File: src/rtl/fq2d_pkg.sv
// Package for the Q16.16 to decimal text formatter: item type, states,
// character codes and the divide-by-ten helper. No dependencies.
package fq2d_pkg;

    localparam int INT_DIGITS  = 5;
    localparam int FRAC_DIGITS = 6;
    localparam int STEP_W      = 3;
    localparam int IPART_W     = 16;
    localparam int FPART_W     = 20;
    localparam int QUEUE_DEPTH = 2;

    localparam logic [19:0] FRAC_SCALE = 20'd1000000;
    // ceil(2^23 / 10): exact quotient for every 20-bit dividend
    localparam logic [19:0] DIV10_MAGIC = 20'd838861;

    localparam logic [7:0] CHAR_MINUS = 8'h2D;
    localparam logic [7:0] CHAR_DOT   = 8'h2E;
    localparam logic [7:0] CHAR_ZERO  = 8'h30;
    localparam logic [7:0] CHAR_NINE  = 8'h39;

    // One classified number waiting for conversion
    typedef struct packed {
        logic               neg;
        logic [IPART_W-1:0] ipart;
        logic [FPART_W-1:0] fpart;
    } fq2d_item_t;

    typedef enum logic [2:0] {
        BK_IDLE,
        BK_CONV,
        BK_SIGN,
        BK_INT,
        BK_DOT,
        BK_FRAC
    } fq2d_back_state_t;

    // floor(x / 10) by reciprocal multiplication
    function automatic logic [FPART_W-1:0] div10(input logic [FPART_W-1:0] x);
        logic [2*FPART_W-1:0] prod;
        prod = {{FPART_W{1'b0}}, x} * {{FPART_W{1'b0}}, DIV10_MAGIC};
        return FPART_W'(prod[2*FPART_W-1:23]);
    endfunction

    // x - 10 * q, known to be a single digit
    function automatic logic [3:0] rem10(input logic [FPART_W-1:0] x,
                                         input logic [FPART_W-1:0] q);
        logic [FPART_W-1:0] diff;
        diff = x - ((q << 3) + (q << 1));
        return diff[3:0];
    endfunction

endpackage

File: src/rtl/fq2d_front.sv
// Front end: takes one Q16.16 word, splits sign, integer part and scaled
// fraction, and hands the result to the queue. Depends on fq2d_pkg.
module fq2d_front (
    input  logic                in_valid,
    output logic                in_ready,
    input  logic signed [31:0]  fixed_value,
    output logic                push_valid,
    input  logic                push_ready,
    output fq2d_pkg::fq2d_item_t push_item
);

    logic        neg;
    logic [31:0] mag;
    logic [35:0] frac_prod;

    // Magnitude; the most negative word maps to 0x80000000 (integer 32768)
    assign neg = fixed_value[31];
    assign mag = neg ? (~fixed_value + 32'd1) : fixed_value;

    // Six fraction digits as an integer: floor(low16 * 10^6 / 2^16)
    assign frac_prod = {4'b0, mag[15:0], 16'b0} >> 16 == 36'b0
                       ? 36'b0 : {20'b0, mag[15:0]} * {16'b0, fq2d_pkg::FRAC_SCALE};

    assign push_item.neg   = neg;
    assign push_item.ipart = mag[31:16];
    assign push_item.fpart = frac_prod[35:16];

    assign push_valid = in_valid;
    assign in_ready   = push_ready;

endmodule

File: config.mk
export PLATFORM = sky130hd
export DESIGN_NAME = fq2d_front
export DESIGN_NICKNAME = d
export VERILOG_FILES = /design/src/rtl/fq2d_pkg.sv /design/src/rtl/fq2d_front.sv
export SDC_FILE = /design/constraint.sdc
export NUM_CORES = 1
export LEC_CHECK = 0
export ABC_AREA = 1
export BUFFER_PORTS_ARGS = -buffer_cell sky130_fd_sc_hd__clkbuf_2
export CAP_MARGIN = 20
export CELL_PAD_IN_SITES_DETAIL_PLACEMENT = 1
export CELL_PAD_IN_SITES_GLOBAL_PLACEMENT = 1
export CORE_ASPECT_RATIO = 0.5
export CORE_MARGIN = 1.5
export CORE_UTILIZATION = 44
export DETAILED_ROUTE_END_ITERATION = 10
export PLACE_DENSITY = 0.87
export SLEW_MARGIN = 0
export SYNTH_ARGS = -nofsm -noshare
export SYNTH_HDL_FRONTEND = slang
export SYNTH_SLANG_ARGS = --single-unit
File: constraint.sdc
create_clock -name vclk -period 7.6
set_clock_uncertainty 0.2 [all_clocks]
set_input_delay 0 -clock vclk [all_inputs]
set_output_delay 0 -clock vclk [all_outputs]
set_load 0.005 [all_outputs]
==> impl_metrics.ini <==
[finish]
clock_buffers = 0
multi_input_area_um2 = 4490
diodes = 0
drive_above_1_share_pct = 14.9
fin_nets = 1016
nFillCells = 1542
seq_cell_count = 0
seqCellArea_um2 = 0
area_delta_synth_final_pct = 9.89

[global_route]
first_global_vias = 5547
antenna_found_initial = 0
grt_usage_pct = 27.0
grt_pass1_wl_um = 27000
grt_overflow = 0
grt_max_degree = 28

[sta]
final_hold_viol_count = 0
relSlewSlack_pct = 35.6
setup-tns-final_ns = 0
fin_crit_ns = 6.65
finalCritPeriodShare_pct = 87.5
final_max_slew_viol_count = 0
rsz0062_at_grt = no
worst_pin_slew_ns = 0.962
setup_viol = 0
max_freq_mhz = 150

[synthesis]
netlist_area_um2 = 5210
syn_nets = 950
synth_warnings = 0
synth.distinct_cells = 44
synth_cells = 761
ys_seq_area_share_pct = 0
syn_avg_cell_area_um2 = 6.85

[worst_hold_path]
worstHoldStart = fixed_value[29]
hold_depth = 3
hold_end = push_item[33]
hold_path.class = in -> out

[drt]
finalWirelength_um = 16600
drtIter0Drc = 310
viasPerCell = 5.24
wire_per_inst_um = 16.8
drt_pass1_iterations = 5
drc = 0
dr_total_vias = 5155
drt.antenna.violating_nets = 0

[clock_tree]
ctsResizeCount = 0

[floorplan]
pin_count = 73
die_area_um2 = 12500
coreArea_um2 = 11200
rows = 27
die_w_um = 157
dieHeight_um = 79.9
initial_core_util_pct = 46.3

[setup_path]
crit_path_start = fixed_value[0]
path_class = in -> out
crit_fanout = 12
cp.required_ns = 7.40
start_kind = input port
cp-end-kind = output pin
cp.arrival_ns = 6.45

[placed_design]
port_buffers = 69
gp_congestion = 0.959
place_hpwl_um = 14900

[run]
drv_cap = 0

[outcome]
status = finished clean
-- kinds of logic (layout without fill, tap and decap cells) --
kind of cell / Yosys count / count (layout) / synth area share, %
xor+xnor: 34 / 34 / 6.36
compound gates: 100 / 100 / 11.2
fa+ha+maj: 155 / 155 / 43.7
buf+inv: 183 / 247 / 13.9
simple gates: 289 / 289 / 24.9
-- cells in the mapped netlist, types with 4 or more instances --
cell type | number | area (um^2)
a21o_1 | 4 | 30.0
a21oi_1 | 43 | 215
buf_4 | 4 | 30.0
fa_1 | 45 | 901
ha_1 | 110 | 1380
inv_1 | 164 | 616
inv_2 | 8 | 30.0
nand2_1 | 122 | 458
nand2_2 | 15 | 93.8
nand3_1 | 24 | 120
nand4_1 | 6 | 37.5
nor2_1 | 90 | 338
nor2_2 | 5 | 31.3
nor3_1 | 8 | 40.0
o21a_1 | 6 | 45.0
o21ai_0 | 31 | 155
o21ai_2 | 5 | 43.8
xnor2_1 | 7 | 61.3
xor2_1 | 24 | 210
-- worst max path at each step --
stage | cells after the start | slack, ns | endpoint
after global placement | 28 | 1.36 | push_item[18]
after global routing | 29 | 0.55 | push_item[19]
after detailed placement | 29 | 1.02 | push_item[19]
after CTS | 29 | 1.01 | push_item[19]
after floorplan | 23 | 2.30 | push_item[18]
final | 26 | 0.95 | push_item[19]
-- repair_timing --
action / in CTS / in global routing
buffers inserted: 0 / 0
hold buffers: 2 / 0
endpoints found under the hold margin: 2 / 0
-- layout by cell type (no fill, tap or decap), types with 15 or more instances in the layout --
cell	Yosys	final
fa_1	45	45
a21oi_1	43	43
o21ai_0	31	31
inv_1	164	164
nand2_2	15	15
nand2_1	122	122
nand3_1	24	24
nor2_1	90	90
ha_1	110	110
clkbuf_2	0	69
xor2_1	24	24
-- layout make-up --
| class | count | area share (%) |
|---|---|---|
| inverters | 173 | 11.4 |
| multi-input cells | 578 | 78.4 |
| well taps | 159 | 3.47 |
| repair buffers | 74 | 6.77 |
-- critical path, stage by stage --
cell and delay [ns]:
clkbuf_2 0.14, inv_1 0.19, ha_1 0.23, nand3_2 0.16, nor3_1 0.20, or2_1 0.14, xor2_1 0.76, xor2_1 0.15
ha_1 0.36, fa_1 0.52, fa_1 0.55, inv_1 0.05, fa_1 0.50, inv_1 0.04, ha_1 0.30, ha_1 0.32
ha_1 0.46, a21oi_1 0.15, o21ai_0 0.37, inv_1 0.15, o21ai_0 0.17, a21oi_1 0.15, nand3_1 0.11, nand2_1 0.05
nor2_1 0.09, clkbuf_2 0.11
-- layer usage --
layer  global-route usage (%)  vias up  share of wire, %
li1                         -     2512                 -
met1                     34.6     2442                45
met2                     49.3      174                47
met3                     2.71       27               6.0
met4                     5.90        0               1.9
met5                        0        -                 0
-- stage by stage --
step / worst slack [ns] / hold WS [ns] / area, um^2 / util, % / instances
floorplan: 2.30 / -0.145 / 5210 / - / 761
global placement: 1.36 / -0.200 / 5710 / 50.7 / 982
detailed placement: 1.02 / -0.200 / 5710 / 50.7 / 982
CTS: 1.01 / 0.0650 / 5730 / 50.9 / 984
global route: 0.551 / 0.0884 / 5730 / 50.9 / 984
finish: 0.952 / 0.0634 / 5730 / 50.9 / 984
Power is left out: the tool's default activity adds up to more than one toggle a clock period on the data nets, which glitch-free logic cannot reach.
