**config.mk**
```make
export PLATFORM = sky130hd
export DESIGN_NAME = fq2d_queue
export DESIGN_NICKNAME = d
export VERILOG_FILES = /design/src/rtl/fq2d_pkg.sv /design/src/rtl/fq2d_queue.sv
export SDC_FILE = /design/constraint.sdc
export NUM_CORES = 1
export LEC_CHECK = 0
export ABC_CLOCK_PERIOD_IN_PS = 5400
export BUFFER_PORTS_ARGS = -buffer_cell sky130_fd_sc_hd__clkbuf_2
export CELL_PAD_IN_SITES_DETAIL_PLACEMENT = 1
export CELL_PAD_IN_SITES_GLOBAL_PLACEMENT = 2
export CORE_ASPECT_RATIO = 0.9
export CORE_UTILIZATION = 41
export DETAILED_ROUTE_END_ITERATION = 10
export GPL_TIMING_DRIVEN = 0
export PLACE_DENSITY = 0.95
export RECOVER_POWER = 50
export SKIP_CTS_REPAIR_TIMING = 1
export SLEW_MARGIN = 20
export SYNTH_ARGS = -nofsm -noshare
export SYNTH_HDL_FRONTEND = slang
export SYNTH_SLANG_ARGS = --single-unit
```
**constraint.sdc**
```tcl
create_clock -name clk -period 5.4 [get_ports clk]
set_clock_uncertainty 0.15 [all_clocks]
set_input_delay 1.08 -clock clk [delete_from_list [all_inputs] [get_ports clk]]
set_output_delay 1.08 -clock clk [all_outputs]
set_load 0.01 [all_outputs]
```
**src/rtl/fq2d_pkg.sv**
```systemverilog
// Package for the Q16.16 to decimal text formatter: item type, states,
// character codes and the divide-by-ten helper. No dependencies.
package fq2d_pkg;

    localparam int INT_DIGITS  = 5;
    localparam int FRAC_DIGITS = 6;
    localparam int STEP_W      = 3;
    localparam int IPART_W     = 16;
    localparam int FPART_W     = 20;
    localparam int QUEUE_DEPTH = 2;

    localparam logic [19:0] FRAC_SCALE = 20'd1000000;
    // ceil(2^23 / 10): exact quotient for every 20-bit dividend
    localparam logic [19:0] DIV10_MAGIC = 20'd838861;

    localparam logic [7:0] CHAR_MINUS = 8'h2D;
    localparam logic [7:0] CHAR_DOT   = 8'h2E;
    localparam logic [7:0] CHAR_ZERO  = 8'h30;
    localparam logic [7:0] CHAR_NINE  = 8'h39;

    // One classified number waiting for conversion
    typedef struct packed {
        logic               neg;
        logic [IPART_W-1:0] ipart;
        logic [FPART_W-1:0] fpart;
    } fq2d_item_t;

    typedef enum logic [2:0] {
        BK_IDLE,
        BK_CONV,
        BK_SIGN,
        BK_INT,
        BK_DOT,
        BK_FRAC
    } fq2d_back_state_t;

    // floor(x / 10) by reciprocal multiplication
    function automatic logic [FPART_W-1:0] div10(input logic [FPART_W-1:0] x);
        logic [2*FPART_W-1:0] prod;
        prod = {{FPART_W{1'b0}}, x} * {{FPART_W{1'b0}}, DIV10_MAGIC};
        return FPART_W'(prod[2*FPART_W-1:23]);
    endfunction

    // x - 10 * q, known to be a single digit
    function automatic logic [3:0] rem10(input logic [FPART_W-1:0] x,
                                         input logic [FPART_W-1:0] q);
        logic [FPART_W-1:0] diff;
        diff = x - ((q << 3) + (q << 1));
        return diff[3:0];
    endfunction

endpackage

```
**src/rtl/fq2d_queue.sv**
```systemverilog
// Short FIFO between front and back end, one item per slot.
// Depends on fq2d_pkg for the item type.
module fq2d_queue #(
    parameter int DEPTH = fq2d_pkg::QUEUE_DEPTH
) (
    input  logic                 clk,
    input  logic                 rst_n,
    input  logic                 push_valid,
    output logic                 push_ready,
    input  fq2d_pkg::fq2d_item_t push_item,
    output logic                 pop_valid,
    input  logic                 pop_ready,
    output fq2d_pkg::fq2d_item_t pop_item
);

    localparam int PTR_W = (DEPTH > 1) ? $clog2(DEPTH) : 1;
    localparam int CNT_W = $clog2(DEPTH + 1);

    fq2d_pkg::fq2d_item_t slot_reg [DEPTH];
    logic [PTR_W-1:0]     wr_ptr_reg, rd_ptr_reg;
    logic [CNT_W-1:0]     count_reg;
    logic                 do_push, do_pop;

    assign push_ready = (count_reg != CNT_W'(DEPTH));
    assign pop_valid  = (count_reg != '0);
    assign do_push    = push_valid && push_ready;
    assign do_pop     = pop_valid && pop_ready;
    assign pop_item   = slot_reg[rd_ptr_reg];

    // Storage
    always_ff @(posedge clk)
    begin
        if (do_push)
        begin
            slot_reg[wr_ptr_reg] <= push_item;
        end
    end

    // Pointers and fill count
    always_ff @(posedge clk or negedge rst_n)
    begin
        if (!rst_n)
        begin
            wr_ptr_reg <= '0;
            rd_ptr_reg <= '0;
            count_reg  <= '0;
        end
        else
        begin
            if (do_push)
            begin
                wr_ptr_reg <= (wr_ptr_reg == PTR_W'(DEPTH - 1)) ? '0 : wr_ptr_reg + 1'b1;
            end
            if (do_pop)
            begin
                rd_ptr_reg <= (rd_ptr_reg == PTR_W'(DEPTH - 1)) ? '0 : rd_ptr_reg + 1'b1;
            end
            if (do_push && !do_pop)
            begin
                count_reg <= count_reg + 1'b1;
            end
            else if (do_pop && !do_push)
            begin
                count_reg <= count_reg - 1'b1;
            end
        end
    end

endmodule

```
==> out/results.ini <==
[run_status]
status=finished with violations
violations=capacitance limit, slew limit

[routing]
ant_nets=0
detail_route.wirelength_um=5300
wl_per_cell_um=16.6
drc=0
drt-initial-drc-count=77
num_vias=1515
drt_pass1_iterations=4
via_per_inst=4.73

[floorplan]
core_sq_um=6760
start_util=0.436
ioPinCount=80
die_area_sq_um=7530
die_w_um=91.4
row_count=28
die_h_um=82.4

[timing]
tightest_slew_ns=1.74
relSlewSlack=-0.158
period_share=0.571
finalSetupTns_ns=0
hold_viol=0
drv_slew=31
fmax_mhz=324
fin_crit_ns=3.08
setup_viol=0
rsz0062_at_grt=false

[synth]
syn_area_sq_um=2950
yosys_warnings=0
syn_area_per_cell_sq_um=22.2
synthDistinctLibCells=15
netlist_instances=133
ys_ff_latch=78
synth_nets=175
seq_area_frac_synth=0.788

[power]
seq_power_share=0.440
p_sw_uw=578
p_per_area_nw_per_um2=545
p_comb_frac=0.331
swShare=0.290
power.internal_uw=1420
total_leakage_power_uw=0.00140
peakVddDrop_uv=279
power_uw=2000
clockPowerShare=0.229

[clock_tree]
cts.sinks=78
cts_tree=done
insertion_delay_ns=0.33
clk_pin_slew_ns=0.08
cts_buffer_depth=2
root_buffer=clkbuf_8
htree_levels=3
numCtsBuffers=9

[placed_design]
io_buffers=79
dpl_cell_area_sq_um=3500
gp_congestion=0.679
dp_hpwl_um=3850
dpl.cell_count=304

[layout]
drive_gt1_frac=0.470
multi_input_area_sq_um=589
fin_cells=320
largest_reg_flops=74
final_common_cell=edfxtp_1
fill_cells=645
antenna_cells=0
fin_area_sq_um=3660
area_growth_pct=24.3
seq_area_sq_um=2320
nNetsFinal=267
most-common-layout-cells=74 x edfxtp_1, 50 x clkbuf_2, 31 x clkbuf_1

[critical_path]
cp.arrival_ns=2.86
crit_type=in -> reg
ff2ff_path_depth=3
required_ns=5.17
crit_path_max_fanout=30
crit_path_start_kind=input pin
cp-end-kind=flop

[global_route]
grtUsageTotal=0.155
first_global_vias=1654
grt_max_degree=31
overflow=0
antenna_found_initial=0
grt_pass1_wl_um=8350

[hold_path]
min_path_type=reg -> reg
holdPathStages=1

[job]
drv_cap=1

logic make-up after synthesis:
group / after synthesis / synth area share
simple gates: 7 / 0.0115
mux: 37 / 0.167
buf+inv: 5 / 0.0144
flops: 78 / 0.788
fa+ha+maj: 1 / 0.00425
xor+xnor: 5 / 0.0149
through the flow:
step | utilization | hold slack (ns) | worst slack [ns]
final | 0.542 | 0.364 | 2.32
after global routing | 0.542 | 0.382 | 2.16
after CTS | 0.550 | 0.366 | 2.65
after floorplan | - | 0.306 | 2.09
after global placement | 0.511 | 0.327 | 1.11
after detailed placement | 0.518 | 0.344 | 2.97
worst paths after layout:
kind	slack, ns	endpoint	from
worst min register to register	0.36	count_reg[1]$_DFFE_PN0P_	count_reg[1]$_DFFE_PN0P_
min in group asynchronous	0.42	wr_ptr_reg$_DFFE_PN0P_	rst_n
max in group asynchronous	4.48	rd_ptr_reg$_DFFE_PN0P_	rst_n
worst max register to register	2.51	slot_reg[1][31]$_DFFE_PP_	count_reg[0]$_DFFE_PN0P_
worst min-delay path	0.36	count_reg[1]$_DFFE_PN0P_	count_reg[1]$_DFFE_PN0P_
worst max-delay path	2.32	slot_reg[1][31]$_DFFE_PP_	push_valid
power groups by stage:
stage               sequential [uW]  combinational [uW]  clock, uW
finish                          879                 660        457
floorplan                       876                 447          0
global route                    893                 715        494
global placement                884                 646          0
detailed placement              890                 687          0
CTS                             878                 689        473
Yosys cell counts, drive strengths merged:
cell type	instances	area, sq um
xnor2	3	26.3
nand2	2	7.51
buf	4	38.8
inv	1	3.75
nor2	2	7.51
xor2	2	17.5
dfrtp	4	100
and3	1	6.26
ha	1	12.5
nand2b	1	6.26
edfxtp	74	2220
or2	1	6.26
mux2	37	492
worst max-delay path, cell delays in order:
cell	delay (ns)
clkbuf_2	0.08
and3_1	0.38
clkbuf_1	1.29
area by class of cell:
| type | instances | share of cell area |
|---|---|---|
| Sequential cell | 78 | 0.634 |
| Tap cell | 90 | 0.0307 |
| Timing Repair Buffer | 81 | 0.105 |
| Multi-Input combinational cell | 50 | 0.161 |
| Buffer | 4 | 0.0106 |
| Clock buffer | 10 | 0.0348 |
| Clock inverter | 6 | 0.0236 |
| Inverter | 1 | 0.00102 |
layer usage:
layer / GRT usage / part of all wire
met4: 0.0841 / 0.015
met5: 0 / 0
met2: 0.288 / 0.55
met3: 0.0357 / 0.049
met1: 0.169 / 0.39
(Power assumes the default switching activity.)
